--- src/sv/hue_selective_grayscale_assert.svh ---
// assertion macros for the hue selective grayscale block
// used by the top level; expects clk and rst in the including scope
`ifndef HUE_SELECTIVE_GRAYSCALE_ASSERT_SVH
`define HUE_SELECTIVE_GRAYSCALE_ASSERT_SVH

`ifndef ASSERT_OFF
`define HSG_ASSERT_ALWAYS(label, expr, msg) \
  label: assert property (@(posedge clk) disable iff (rst) (expr)) else $error(msg);
`define HSG_ASSERT_IMPLY(label, ante, cons, msg) \
  label: assert property (@(posedge clk) disable iff (rst) (ante) |-> (cons)) else $error(msg);
`else
`define HSG_ASSERT_ALWAYS(label, expr, msg)
`define HSG_ASSERT_IMPLY(label, ante, cons, msg)
`endif

`endif

--- src/sv/hsg_pkg.sv ---
// shared types and constants of the hue selective grayscale block
// no dependencies; used by hsg_hue_pipe, hue_selective_grayscale and the testbench
`timescale 1ns / 1ps

package hsg_pkg;

  typedef struct packed {
    logic [7:0] red_in;
    logic [7:0] green_in;
    logic [7:0] blue_in;
  } in_word_t;

  typedef struct packed {
    logic [7:0] red_out;
    logic [7:0] green_out;
    logic [7:0] blue_out;
    logic       color_kept;
  } out_word_t;

  typedef struct packed {
    logic       ok;
    logic [8:0] hue;
  } hue_res_t;

  localparam int unsigned CFG_IDX_W  = 2;
  localparam int unsigned CFG_DATA_W = 8;

  localparam logic [CFG_IDX_W-1:0] CFG_TARGET_RED   = 2'd0;
  localparam logic [CFG_IDX_W-1:0] CFG_TARGET_GREEN = 2'd1;
  localparam logic [CFG_IDX_W-1:0] CFG_TARGET_BLUE  = 2'd2;
  localparam logic [CFG_IDX_W-1:0] CFG_HUE_TOL      = 2'd3;

  localparam logic [7:0] TARGET_RED_RST   = 8'd255;
  localparam logic [7:0] TARGET_GREEN_RST = 8'd0;
  localparam logic [7:0] TARGET_BLUE_RST  = 8'd0;
  localparam logic [7:0] HUE_TOL_RST      = 8'd30;

  localparam int unsigned LUMA_R = 13938;
  localparam int unsigned LUMA_G = 46869;
  localparam int unsigned LUMA_B = 4730;

  localparam int unsigned HUE_SECTOR = 15360;
  localparam int unsigned OFS_GREEN  = 120 * 256;
  localparam int unsigned OFS_BLUE   = 240 * 256;
  localparam int unsigned HUE_FULL   = 360;

  // quotient of the sector division never exceeds 15360
  localparam int unsigned QUOT_BITS      = 14;
  localparam int unsigned DIV_STEPS      = 2;
  localparam int unsigned DIV_STAGES     = QUOT_BITS / DIV_STEPS;
  localparam int unsigned HUE_LAT        = DIV_STAGES + 3;
  localparam int unsigned PIPE_STAGES    = HUE_LAT + 2;

endpackage

--- src/sv/hsg_hue_pipe.sv ---
// pipelined integer hue of one rgb color, HUE_LAT stages, one color per cycle
// when en is all high; depends on hsg_pkg; stage k loads when en[k] is high
`timescale 1ns / 1ps

module hsg_hue_pipe (
  input  logic                          clk,
  input  logic [hsg_pkg::HUE_LAT-1:0]   en,
  input  hsg_pkg::in_word_t             color,
  output hsg_pkg::hue_res_t             result
);

  localparam int unsigned QB = hsg_pkg::QUOT_BITS;
  localparam int unsigned NS = hsg_pkg::DIV_STAGES;
  localparam int unsigned NJ = hsg_pkg::DIV_STEPS;

  typedef enum logic [1:0] {SECT_RED, SECT_GREEN, SECT_BLUE} sector_t;

  // stage 0: max, min, sector and difference
  logic [7:0]        r, g, b;
  logic [7:0]        hi_a, lo_a;
  logic signed [8:0] diff_a;
  sector_t           sect_a;

  sector_t           sect_q0;
  logic [7:0]        chroma_q0;
  logic signed [8:0] diff_q0;

  assign r = color.red_in;
  assign g = color.green_in;
  assign b = color.blue_in;

  always_comb begin
    // ties go to red, then green
    if (r >= g && r >= b) begin
      sect_a = SECT_RED;
      hi_a   = r;
      diff_a = $signed({1'b0, g}) - $signed({1'b0, b});
    end else if (g >= b) begin
      sect_a = SECT_GREEN;
      hi_a   = g;
      diff_a = $signed({1'b0, b}) - $signed({1'b0, r});
    end else begin
      sect_a = SECT_BLUE;
      hi_a   = b;
      diff_a = $signed({1'b0, r}) - $signed({1'b0, g});
    end
    lo_a = (r <= g) ? r : g;
    lo_a = (b < lo_a) ? b : lo_a;
  end

  always_ff @(posedge clk) begin
    if (en[0]) begin
      sect_q0   <= sect_a;
      chroma_q0 <= hi_a - lo_a;
      diff_q0   <= diff_a;
    end
  end

  // stage 1: rounded numerator, split into sign and magnitude
  logic [22:0] dext_b, num_b, mag_b;

  logic [21:0] mag_q1;
  logic        neg_q1;
  logic [7:0]  chroma_q1;
  sector_t     sect_q1;

  always_comb begin
    dext_b = {{14{diff_q0[8]}}, diff_q0};
    num_b  = dext_b * 23'(hsg_pkg::HUE_SECTOR) + {16'b0, chroma_q0[7:1]};
    mag_b  = num_b[22] ? (~num_b + 23'd1) : num_b;
  end

  always_ff @(posedge clk) begin
    if (en[1]) begin
      mag_q1    <= mag_b[21:0];
      neg_q1    <= num_b[22];
      chroma_q1 <= chroma_q0;
      sect_q1   <= sect_q0;
    end
  end

  // restoring divider, NJ quotient bits per stage; remainder stays below chroma
  logic [7:0]    rem_q    [NS];
  logic [QB-1:0] quo_q    [NS];
  logic [QB-1:0] mag_d_q  [NS];
  logic [7:0]    chroma_d [NS];
  logic          neg_d    [NS];
  sector_t       sect_d   [NS];

  for (genvar s = 0; s < NS; s++) begin : g_div
    logic [7:0]    rem_in, rem_out, c_in;
    logic [QB-1:0] quo_in, quo_out, mag_in;
    logic          neg_in;
    sector_t       sect_in;

    if (s == 0) begin : g_first
      assign rem_in  = mag_q1[21:QB];
      assign quo_in  = '0;
      assign mag_in  = mag_q1[QB-1:0];
      assign c_in    = chroma_q1;
      assign neg_in  = neg_q1;
      assign sect_in = sect_q1;
    end else begin : g_rest
      assign rem_in  = rem_q[s-1];
      assign quo_in  = quo_q[s-1];
      assign mag_in  = mag_d_q[s-1];
      assign c_in    = chroma_d[s-1];
      assign neg_in  = neg_d[s-1];
      assign sect_in = sect_d[s-1];
    end

    always_comb begin
      logic [8:0] trial;
      rem_out = rem_in;
      quo_out = quo_in;
      for (int j = 0; j < NJ; j++) begin
        trial = {rem_out, mag_in[QB-1-s*NJ-j]};
        if (trial >= {1'b0, c_in}) begin
          rem_out                = 8'(trial - {1'b0, c_in});
          quo_out[QB-1-s*NJ-j]   = 1'b1;
        end else begin
          rem_out = trial[7:0];
        end
      end
    end

    always_ff @(posedge clk) begin
      if (en[2+s]) begin
        rem_q[s]    <= rem_out;
        quo_q[s]    <= quo_out;
        mag_d_q[s]  <= mag_in;
        chroma_d[s] <= c_in;
        neg_d[s]    <= neg_in;
        sect_d[s]   <= sect_in;
      end
    end
  end

  // last stage: sign, sector offset, floor shift and wrap into 0..359
  logic [17:0]       qs_p, ofs_p, sum_p;
  logic signed [9:0] deg_p, wrap_p;

  always_comb begin
    qs_p = neg_d[NS-1] ? (~{4'b0, quo_q[NS-1]} + 18'd1) : {4'b0, quo_q[NS-1]};
    unique case (sect_d[NS-1])
      SECT_RED:   ofs_p = 18'd0;
      SECT_GREEN: ofs_p = 18'(hsg_pkg::OFS_GREEN);
      SECT_BLUE:  ofs_p = 18'(hsg_pkg::OFS_BLUE);
      default:    ofs_p = 18'd0;
    endcase
    sum_p = qs_p + ofs_p;
    deg_p = $signed(sum_p[17:8]);
    if (deg_p >= $signed(10'(hsg_pkg::HUE_FULL))) begin
      wrap_p = deg_p - $signed(10'(hsg_pkg::HUE_FULL));
    end else if (deg_p < $signed(10'd0)) begin
      wrap_p = deg_p + $signed(10'(hsg_pkg::HUE_FULL));
    end else begin
      wrap_p = deg_p;
    end
  end

  always_ff @(posedge clk) begin
    if (en[hsg_pkg::HUE_LAT-1]) begin
      result.ok  <= (chroma_d[NS-1] != 8'd0);
      result.hue <= wrap_p[8:0];
    end
  end

endmodule

--- src/sv/hue_selective_grayscale.sv ---
// top level of the hue selective grayscale block: config registers, pixel and
// target hue pipes, luma path, keep decision; depends on hsg_pkg, hsg_hue_pipe
`timescale 1ns / 1ps

//  channel   handshake             payload        direction
//  cfg       cfg_write             cfg_index/data in, no back-pressure
//  in        in_valid / in_stall   in_word        in
//  out       out_valid / out_stall out_word       out
//
//  one pixel per clock sustained while out_stall stays low; a taken pixel passes
//  the 7 divider stages of the hue pipes plus 5 others before it shows at out_valid
//  rst clears the stage valid bits and loads the config reset values
//  each stage holds while the one after it is full and stalled, so bubbles
//  close up and in_stall rises only when every stage is full

module hue_selective_grayscale (
  input  logic                              clk,
  input  logic                              rst,
  input  logic                              cfg_write,
  input  logic [hsg_pkg::CFG_IDX_W-1:0]     cfg_index,
  input  logic [hsg_pkg::CFG_DATA_W-1:0]    cfg_data,
  input  logic                              in_valid,
  output logic                              in_stall,
  input  hsg_pkg::in_word_t                 in_word,
  output logic                              out_valid,
  input  logic                              out_stall,
  output hsg_pkg::out_word_t                out_word
);

  `include "hue_selective_grayscale_assert.svh"

  localparam int unsigned HL = hsg_pkg::HUE_LAT;
  localparam int unsigned NP = hsg_pkg::PIPE_STAGES;

  // config registers
  logic [7:0] target_red, target_green, target_blue, hue_tolerance;

  always_ff @(posedge clk) begin
    if (rst) begin
      target_red    <= hsg_pkg::TARGET_RED_RST;
      target_green  <= hsg_pkg::TARGET_GREEN_RST;
      target_blue   <= hsg_pkg::TARGET_BLUE_RST;
      hue_tolerance <= hsg_pkg::HUE_TOL_RST;
    end else if (cfg_write) begin
      unique case (cfg_index)
        hsg_pkg::CFG_TARGET_RED:   target_red    <= cfg_data;
        hsg_pkg::CFG_TARGET_GREEN: target_green  <= cfg_data;
        hsg_pkg::CFG_TARGET_BLUE:  target_blue   <= cfg_data;
        hsg_pkg::CFG_HUE_TOL:      hue_tolerance <= cfg_data;
        default: ;
      endcase
    end
  end

  // stage enables: a stage loads when it is empty or its successor loads
  logic [NP-1:0] valid_q;
  logic [NP-1:0] en;

  assign en[NP-1] = !valid_q[NP-1] || !out_stall;
  for (genvar k = 0; k < NP - 1; k++) begin : g_en
    assign en[k] = !valid_q[k] || en[k+1];
  end

  assign in_stall  = !en[0];
  assign out_valid = valid_q[NP-1];

  always_ff @(posedge clk) begin
    if (rst) begin
      valid_q <= '0;
    end else begin
      if (en[0]) begin
        valid_q[0] <= in_valid;
      end
      for (int k = 1; k < NP; k++) begin
        if (en[k]) begin
          valid_q[k] <= valid_q[k-1];
        end
      end
    end
  end

  // hue of the pixel and of the target, in lockstep
  hsg_pkg::in_word_t target_word;
  hsg_pkg::hue_res_t pix_hue, tgt_hue;

  assign target_word = '{red_in: target_red, green_in: target_green, blue_in: target_blue};

  hsg_hue_pipe u_pix_hue (
    .clk    (clk),
    .en     (en[HL-1:0]),
    .color  (in_word),
    .result (pix_hue)
  );

  hsg_hue_pipe u_tgt_hue (
    .clk    (clk),
    .en     (en[HL-1:0]),
    .color  (target_word),
    .result (tgt_hue)
  );

  // pixel delay line and luma path
  hsg_pkg::in_word_t pix_q [HL];
  logic [23:0]       prod_r_q, prod_g_q, prod_b_q;
  logic [24:0]       luma_sum;
  logic [7:0]        luma_clamp;
  logic [7:0]        luma_q [HL];

  always_comb begin
    luma_sum   = 25'(prod_r_q) + 25'(prod_g_q) + 25'(prod_b_q);
    luma_clamp = (luma_sum[24:16] > 9'd255) ? 8'hff : luma_sum[23:16];
  end

  always_ff @(posedge clk) begin
    if (en[0]) begin
      pix_q[0]  <= in_word;
      prod_r_q  <= 24'(in_word.red_in) * 24'(hsg_pkg::LUMA_R);
      prod_g_q  <= 24'(in_word.green_in) * 24'(hsg_pkg::LUMA_G);
      prod_b_q  <= 24'(in_word.blue_in) * 24'(hsg_pkg::LUMA_B);
      luma_q[0] <= 8'd0;
    end
    if (en[1]) begin
      luma_q[1] <= luma_clamp;
    end
    for (int k = 1; k < HL; k++) begin
      if (en[k]) begin
        pix_q[k] <= pix_q[k-1];
      end
    end
    for (int k = 2; k < HL; k++) begin
      if (en[k]) begin
        luma_q[k] <= luma_q[k-1];
      end
    end
  end

  // circular hue distance and keep decision
  logic signed [9:0] d1, d2;
  logic [8:0]        hue_dist;
  logic              keep;

  always_comb begin
    d1 = $signed({1'b0, pix_hue.hue}) - $signed({1'b0, tgt_hue.hue});
    d2 = $signed({1'b0, tgt_hue.hue}) - $signed({1'b0, pix_hue.hue});
    if (d1 < $signed(10'd0)) begin
      d1 = d1 + $signed(10'(hsg_pkg::HUE_FULL));
    end
    if (d2 < $signed(10'd0)) begin
      d2 = d2 + $signed(10'(hsg_pkg::HUE_FULL));
    end
    hue_dist = (d1 < d2) ? d1[8:0] : d2[8:0];
    keep     = pix_hue.ok && tgt_hue.ok && (hue_dist <= 9'(hue_tolerance));
  end

  hsg_pkg::in_word_t pix_k;
  logic [7:0]        luma_k;
  logic              keep_k;

  always_ff @(posedge clk) begin
    if (en[HL]) begin
      pix_k  <= pix_q[HL-1];
      luma_k <= luma_q[HL-1];
      keep_k <= keep;
    end
    if (en[NP-1]) begin
      if (keep_k) begin
        out_word <= '{red_out: pix_k.red_in, green_out: pix_k.green_in,
                      blue_out: pix_k.blue_in, color_kept: 1'b1};
      end else begin
        out_word <= '{red_out: luma_k, green_out: luma_k,
                      blue_out: luma_k, color_kept: 1'b0};
      end
    end
  end

  // checks
  `HSG_ASSERT_IMPLY(a_stall_full, in_stall,
                    out_valid && out_stall && (&valid_q),
                    "stall with room")
  `HSG_ASSERT_IMPLY(a_grey_equal, out_valid && !out_word.color_kept,
                    (out_word.red_out == out_word.green_out) &&
                    (out_word.green_out == out_word.blue_out),
                    "grey word with unequal channels")
  `HSG_ASSERT_IMPLY(a_kept_chroma, out_valid && out_word.color_kept,
                    !((out_word.red_out == out_word.green_out) &&
                      (out_word.green_out == out_word.blue_out)),
                    "kept word without chroma")
  `HSG_ASSERT_IMPLY(a_hue_range, valid_q[HL-1] && pix_hue.ok,
                    pix_hue.hue < 9'(hsg_pkg::HUE_FULL),
                    "hue out of range")

endmodule

--- config.mk ---
export PLATFORM = sky130hd
export DESIGN_NAME = hue_selective_grayscale
export DESIGN_NICKNAME = d
export VERILOG_FILES = /design/src/sv/hsg_pkg.sv /design/src/sv/hsg_hue_pipe.sv /design/src/sv/hue_selective_grayscale.sv
export VERILOG_INCLUDE_DIRS = /design/src /design/src/sv
export SDC_FILE = /design/constraint.sdc
export NUM_CORES = 2
export LEC_CHECK = 0
export BUFFER_PORTS_ARGS = -buffer_cell sky130_fd_sc_hd__buf_2
export CORE_ASPECT_RATIO = 0.7
export CORE_MARGIN = 2
export CORE_UTILIZATION = 55
export DETAILED_ROUTE_END_ITERATION = 6
export PLACE_DENSITY = 0.68
export SYNTH_ARGS = -nofsm -noshare
export SYNTH_HDL_FRONTEND = slang
export SYNTH_SLANG_ARGS = --single-unit
--- constraint.sdc ---
create_clock -name clk -period 14.5 [get_ports clk]
set_input_delay 2.9 -clock clk [delete_from_list [all_inputs] [get_ports clk]]
set_output_delay 2.9 -clock clk [all_outputs]
set_load 0.01 [all_outputs]
### Word level (Yosys, flattened, before mapping)

Memories as Yosys holds them, arrays and structs flattened. A register that Yosys moved wholly into a read port is not among the register bits.
Cells that the tools add are included.

* input port bits: 39
* memories: 14
* memory bits (writable): 978
* logic and storage cells: 315
* bits in registers: 259

Memory list
* pix_q: words 10, bits a word 24, rd ports 10, clocked after Yosys merged registers in 1, wr ports 10, RTL line hue_selective_grayscale.sv:103 `hsg_pkg::in_word_t pix_q [HL];`
* u_pix_hue.mag_d_q: words 7, bits a word 14, rd ports 6, clocked after Yosys merged registers in 0, wr ports 7, RTL line hsg_hue_pipe.sv:85 `logic [QB-1:0] mag_d_q [NS];`
* u_pix_hue.quo_q: words 7, bits a word 14, rd ports 7, clocked after Yosys merged registers in 0, wr ports 7, RTL line hsg_hue_pipe.sv:84 `logic [QB-1:0] quo_q [NS];`
* u_tgt_hue.mag_d_q: words 7, bits a word 14, rd ports 6, clocked after Yosys merged registers in 0, wr ports 7, RTL line hsg_hue_pipe.sv:85
* u_tgt_hue.quo_q: words 7, bits a word 14, rd ports 7, clocked after Yosys merged registers in 0, wr ports 7, RTL line hsg_hue_pipe.sv:84
* luma_q: words 10, bits a word 8, rd ports 9, clocked after Yosys merged registers in 1, wr ports 10, RTL line hue_selective_grayscale.sv:107 `logic [7:0] luma_q [HL];`
* 8 more memories

* reduce and logical (&&, ||, !) cells: 37
* mux-type cells: 105
* order comparisons: 47
* add/sub/neg operators: 54
* bitwise logic cells: 4
* equal/unequal tests: 7
* multipliers: 5

Operators by type and width (number)
* 8-bit two-way mux: 37
* 9-bit by 8-bit >= comparator with 1-bit output: 28
* 8-bit subtractor: 30
* 9-bit two-way mux: 9
* 16-bit one-hot mux with 2 select lines: 2
* 8-bit by 8-bit subtractor with 9-bit output: 6
* 8-bit >= comparator: 6
* 1-bit two-way mux: 48
* 23-bit by 7-bit adder with 23-bit output: 2
* 23-bit by 4-bit multiplier with 13-bit output (second input constant): 2
* 22-bit by 1-bit adder with 22-bit output (second input constant): 2
* 22-bit two-way mux: 2
* 22-bit inverter: 2
* 10-bit by 1-bit less-than comparator with 1-bit output (second input constant): 4
* 18-bit by 1-bit adder with 18-bit output (second input constant): 2
* 18-bit by 16-bit adder with 18-bit output: 2
* 18-bit two-way mux: 2
* 14-bit inverter with 18-bit output: 2
* 22-bit by 24-bit adder with 25-bit output: 1
* 25-bit by 21-bit adder with 25-bit output: 1
* 25-bit two-way mux: 1
* 8-bit by 16-bit multiplier with 24-bit output (second input constant): 1
* 8-bit by 13-bit multiplier with 21-bit output (second input constant): 1
* 10-bit adder (second input constant): 2
* other kinds (20): 64

### Depth between registers and ports, before layout

* depth after elaboration: 15
* gate-level depth with buffers: 30
* gate-level depth less buffers: 29

### Modules after synthesis

Synthesis repeated with hierarchy kept, for this count alone.

* cell total of the unflattened synthesis: 4578
* area total of the unflattened synthesis: 58178.3 µm²

By module, submodules not included
* hue_selective_grayscale: area each 22758.1 µm², cells an instance 1551, seq. area each 13733.2 µm², times used 1
* hsg_hue_pipe at u_tgt_hue: area each 17734.5 µm², cells an instance 1507, seq. area each 8348.0 µm², times used 1
* hsg_hue_pipe at u_pix_hue: area each 17685.7 µm², cells an instance 1520, seq. area each 8348.0 µm², times used 1

### Worst setup path after synthesis

No wires, ideal clock.

* path type: input-to-output
* start: input port out_stall
* end: output port in_stall
* buffers on the path: 0
* stages on the path: 9
* path slack: 1.904 ns
* data arrival time: 9.696 ns
* cells stage by stage: and3_1 -> inv_1 -> nor2_1 -> and2_1 -> inv_1 -> nor2_1 -> and2_1 -> nand3_1 -> inv_1

* cells in the longest elaborated chain, start to end: 14

Ends and longest elaborated chain
* from (decl): RTL line hue_selective_grayscale.sv:26 `input logic out_stall,`
* 1-bit zero test: RTL line hue_selective_grayscale.sv:59 `assign en[NP-1] = !valid_q[NP-1] || !out_stall;`
* 1-bit logical OR: RTL line hue_selective_grayscale.sv:59
* 1-bit logical OR: RTL line hue_selective_grayscale.sv:61 `assign en[k] = !valid_q[k] || en[k+1];`
* via en[10]: RTL line hue_selective_grayscale.sv:57 `logic [NP-1:0] en;`
* 1-bit logical OR (4 in series): RTL line hue_selective_grayscale.sv:61
* via en[6]: RTL line hue_selective_grayscale.sv:57
* 1-bit logical OR (6 in series): RTL line hue_selective_grayscale.sv:61
* 1-bit zero test: RTL line hue_selective_grayscale.sv:64 `assign in_stall = !en[0];`
* to (decl): RTL line hue_selective_grayscale.sv:23 `output logic in_stall,`

The timed path passes the listed nets, and every way through them passes these cells.

### Worst setup path after layout

* start: input port in_word[9] (netlist bit)
* end: register u_pix_hue.chroma_q0[7] (data pin)

* cells in the longest elaborated chain, start to end: 5

Ends and longest elaborated chain
* from (decl): RTL line hue_selective_grayscale.sv:24 `input hsg_pkg::in_word_t in_word,`
* 8-bit <= comparator: RTL line hsg_hue_pipe.sv:47 `lo_a = (r <= g) ? r : g;`
* 8-bit two-way mux: RTL line hsg_hue_pipe.sv:47
* 8-bit less-than comparator: RTL line hsg_hue_pipe.sv:48 `lo_a = (b < lo_a) ? b : lo_a;`
* 8-bit two-way mux: RTL line hsg_hue_pipe.sv:48
* 8-bit subtractor *: RTL line hsg_hue_pipe.sv:54 `chroma_q0 <= hi_a - lo_a;`
* to (signal assigned): RTL line hsg_hue_pipe.sv:54
* to (decl): RTL line hsg_hue_pipe.sv:25 `logic [7:0] chroma_q0;`

Mark *: on every way between the ends. The rest lies on a longest branch, timed or not.
A chain may end at the register's enable or synchronous reset.

==> results.json <==
{
  "status": "complete, no violations",
  "dp_hpwl_mm": 87.7,
  "skew_ns": 0.0373,
  "synth_area_leader_cell": "edfxtp_1",
  "critical_path_required_ns": 14.92,
  "synthXorXnorAreaFrac": 0.0456,
  "synth_area_um2": 57900,
  "fin_nets": 5515,
  "synth_fa_ha_area_frac": 0.181,
  "yosysTopAreaCellShare": 0.510,
  "htreeDepth": 3,
  "worstSetupStartpointType": "input pin",
  "postCtsSetupRepairBufs": 0,
  "syn_area_per_cell_um2": 12.6,
  "nFillCells": 8274,
  "design_area_um2": 63500,
  "ys_types": 83,
  "ys_top_cells_by_area": "edfxtp_1, ha_1, fa_1",
  "finalSetupViolations": 0,
  "synth_simple_gate_area_share": 0.0777,
  "hold_path_class": "reg -> reg",
  "grt_usage": 0.220,
  "critPathKind": "in -> reg",
  "max_freq_ghz": 0.113,
  "path_buf_inv": 3,
  "clockBufferDepth": 3,
  "period_share": 0.612,
  "cp_slowest_stage_delay_ns": 0.96,
  "die-area_um2": 108000,
  "drive_gt1_frac": 0.0968,
  "cp_top_family": "compound AO/OA/AOI/OAI gates",
  "grt_pass1_wl_mm": 185,
  "cts_inserted_buffers": 99,
  "final_cells": 6230,
  "synthFlopType": "edfxtp_1",
  "rr_worst_depth": 25,
  "final_antenna_net_count": 0,
  "viasPerCell": 5.46,
  "synth_edf_count": 984,
  "antenna_found_initial": 6,
  "synth_nets": 5368,
  "cp.arrival_ns": 9.30,
  "path_clk_slew_ns": 0.06,
  "drtPass1Iterations": 6,
  "yosysWarnings": 0,
  "fin_crit_ns": 8.87,
  "slew_headroom": 0.175,
  "final_hold_viol_count": 0,
  "coreArea_um2": 104000,
  "wl_per_cell_um": 18.7,
  "fp.dieH_um": 275,
  "grt_pass1_vias": 32800,
  "ios": 66,
  "rows": 99,
  "cts_tree": "yes",
  "postCtsHoldBufs": 0,
  "drv_slew": 0,
  "ys_seq_area_frac": 0.525,
  "grt-ovfl-total": 0,
  "insertion_delay_ns": 0.70,
  "ys_ff_latch": 1028,
  "synth_top_family_by_area": "adder cells",
  "start_util": 0.555,
  "placed_area_um2": 60100,
  "cts_sinks": 1028,
  "clockRootBuffer": "clkbuf_16",
  "ctsResizeCount": 0,
  "min_to": "pix_q[1][5]$_DFFE_PP_",
  "die_w_um": 392,
  "synth_compound_area_frac": 0.0900,
  "holdPathStages": 0,
  "drt_iter0_drc": 2462,
  "end_kind": "flop",
  "slowest_stage": "a21oi_1",
  "synthArstFlopShare": 0,
  "worst_pin_slew_ns": 1.24,
  "portBuffers": 65,
  "cp_num_cells": 25,
  "rrSetupSlack_ns": 7.68,
  "routed_wirelength_mm": 116,
  "rsz0062_at_grt": "false",
  "tns_ns": 0,
  "drc": 0,
  "r2r_end": "keep_k$_DFFE_PP_",
  "holdCritStartpoint": "pix_q[0][5]$_DFFE_PN_",
  "grt_max_degree": 78,
  "syn_to_final_growth_pct": 9.58,
  "synth.mux.area_fraction": 0.0440,
  "dp_cells": 6049,
  "gp_congestion": 0.885,
  "crit_fanout": 16,
  "drv_cap": 0,
  "reg2reg_from": "u_pix_hue.result[1]$_DFFE_PP_",
  "synth_cells": 4589,
  "vias": 34000
}
-- final cells by class --
class / instances / area, um2 / area share
Sequential cell: 1028 / 30400 / 0.480
Multi-Input combinational cell: 3002 / 25400 / 0.401
Antenna cell: 1 / 2.50 / 0.0000394
Clock buffer: 110 / 2580 / 0.0407
Tap cell: 1414 / 1770 / 0.0279
Clock inverter: 70 / 803 / 0.0127
Timing Repair Buffer: 84 / 468 / 0.00737
Inverter: 521 / 1960 / 0.0309
-- through the flow --
| stage | hold WS [ns] | utilization | worst slack, ns |
|---|---|---|---|
| after floorplan | 0.400 | - | 1.90 |
| after global placement | 0.401 | 0.576 | 5.00 |
| after detailed placement | 0.405 | 0.576 | 5.07 |
| after CTS | 0.382 | 0.608 | 5.75 |
| after global routing | 0.396 | 0.608 | 5.33 |
| final | 0.395 | 0.608 | 5.63 |
-- worst max path at each step --
stage / startpoint / end / slack, ns
3_3_place_gp: in_word[9] / u_pix_hue.chroma_q0[7]$_DFFE_PN_ / 5.00
4_1_cts: in_word[9] / u_pix_hue.chroma_q0[7]$_DFFE_PN_ / 5.75
6_report: in_word[9] / u_pix_hue.chroma_q0[7]$_DFFE_PN_ / 5.63
3_5_place_dp: in_word[9] / u_pix_hue.chroma_q0[7]$_DFFE_PN_ / 5.07
5_1_grt: in_word[9] / u_pix_hue.chroma_q0[7]$_DFFE_PN_ / 5.33
2_1_floorplan: out_stall / in_stall / 1.90
-- cells in the mapped netlist, drive strengths merged (34+ instances only) --
| master | count |
|---|---|
| a21boi | 40 |
| a21o | 79 |
| a21oi | 262 |
| clkbuf | 34 |
| dfxtp | 44 |
| edfxtp | 984 |
| fa | 163 |
| ha | 577 |
| inv | 521 |
| mux2 | 164 |
| mux2i | 70 |
| nand2 | 222 |
| nand2b | 59 |
| nand3 | 41 |
| nand4 | 57 |
| nor2 | 305 |
| nor2b | 85 |
| nor3 | 49 |
| o21a | 39 |
| o21ai | 205 |
| xnor2 | 208 |
| xor2 | 91 |
-- registers in the layout, summed over array words and instances (netlist names), 25 cells and up --
name,flops
u_tgt_hue.rem_q,48
out_word,25
u_tgt_hue.mag_d_q,40
u_pix_hue.quo_q,56
u_pix_hue.mag_d_q,42
u_pix_hue.rem_q,48
luma_q,72
pix_q,233
u_tgt_hue.chroma_d,52
u_pix_hue.chroma_d,50
u_tgt_hue.quo_q,56
-- cells by family (layout without fill, tap and decap cells) --
kind of cell,Yosys count,count (layout)
AO/OA/AOI/OAI,796,796
AND/OR/NAND/NOR,932,932
XOR/XNOR,300,300
adder cells (fa/ha/maj),740,740
other,0,1
buffers and inverters,559,785
multiplexers,234,234
flip-flops,1028,1028
-- metal layers --
| layer | routed length, um | part of all wire | track usage | vias to the layer above |
|---|---|---|---|---|
| met5 | 31 | 0.00027 | 0 | - |
| met4 | 2240 | 0.019 | 0.0496 | 4 |
| met3 | 7400 | 0.064 | 0.0426 | 130 |
| met2 | 43600 | 0.37 | 0.286 | 722 |
| met1 | 63100 | 0.54 | 0.372 | 16400 |
| li1 | - | - | - | 16800 |
-- cells in the final DEF, fill, tap and decap left out, drive strengths merged, types with 16 or more instances in the layout --
| cell | count |
|---|---|
| a211oi | 25 |
| nand3 | 41 |
| a211o | 18 |
| and2 | 16 |
| clkbuf | 110 |
| dfxtp | 44 |
| a31oi | 17 |
| nor2 | 305 |
| o21bai | 26 |
| o21a | 39 |
| xor2 | 91 |
| a21o | 79 |
| xnor2 | 208 |
| or3 | 31 |
| edfxtp | 984 |
| a221oi | 16 |
| inv | 522 |
| mux2 | 164 |
| nand4 | 57 |
| a21oi | 262 |
| ha | 577 |
| a21boi | 40 |
| buf | 84 |
| mux2i | 70 |
| clkinv | 48 |
| o21ai | 205 |
| nand2 | 222 |
| nor3 | 49 |
| nand2b | 59 |
| nor2b | 85 |
| fa | 163 |
Power is not shown: default switching activity piles up to over one toggle a cycle in this logic, so the estimate is an artifact.
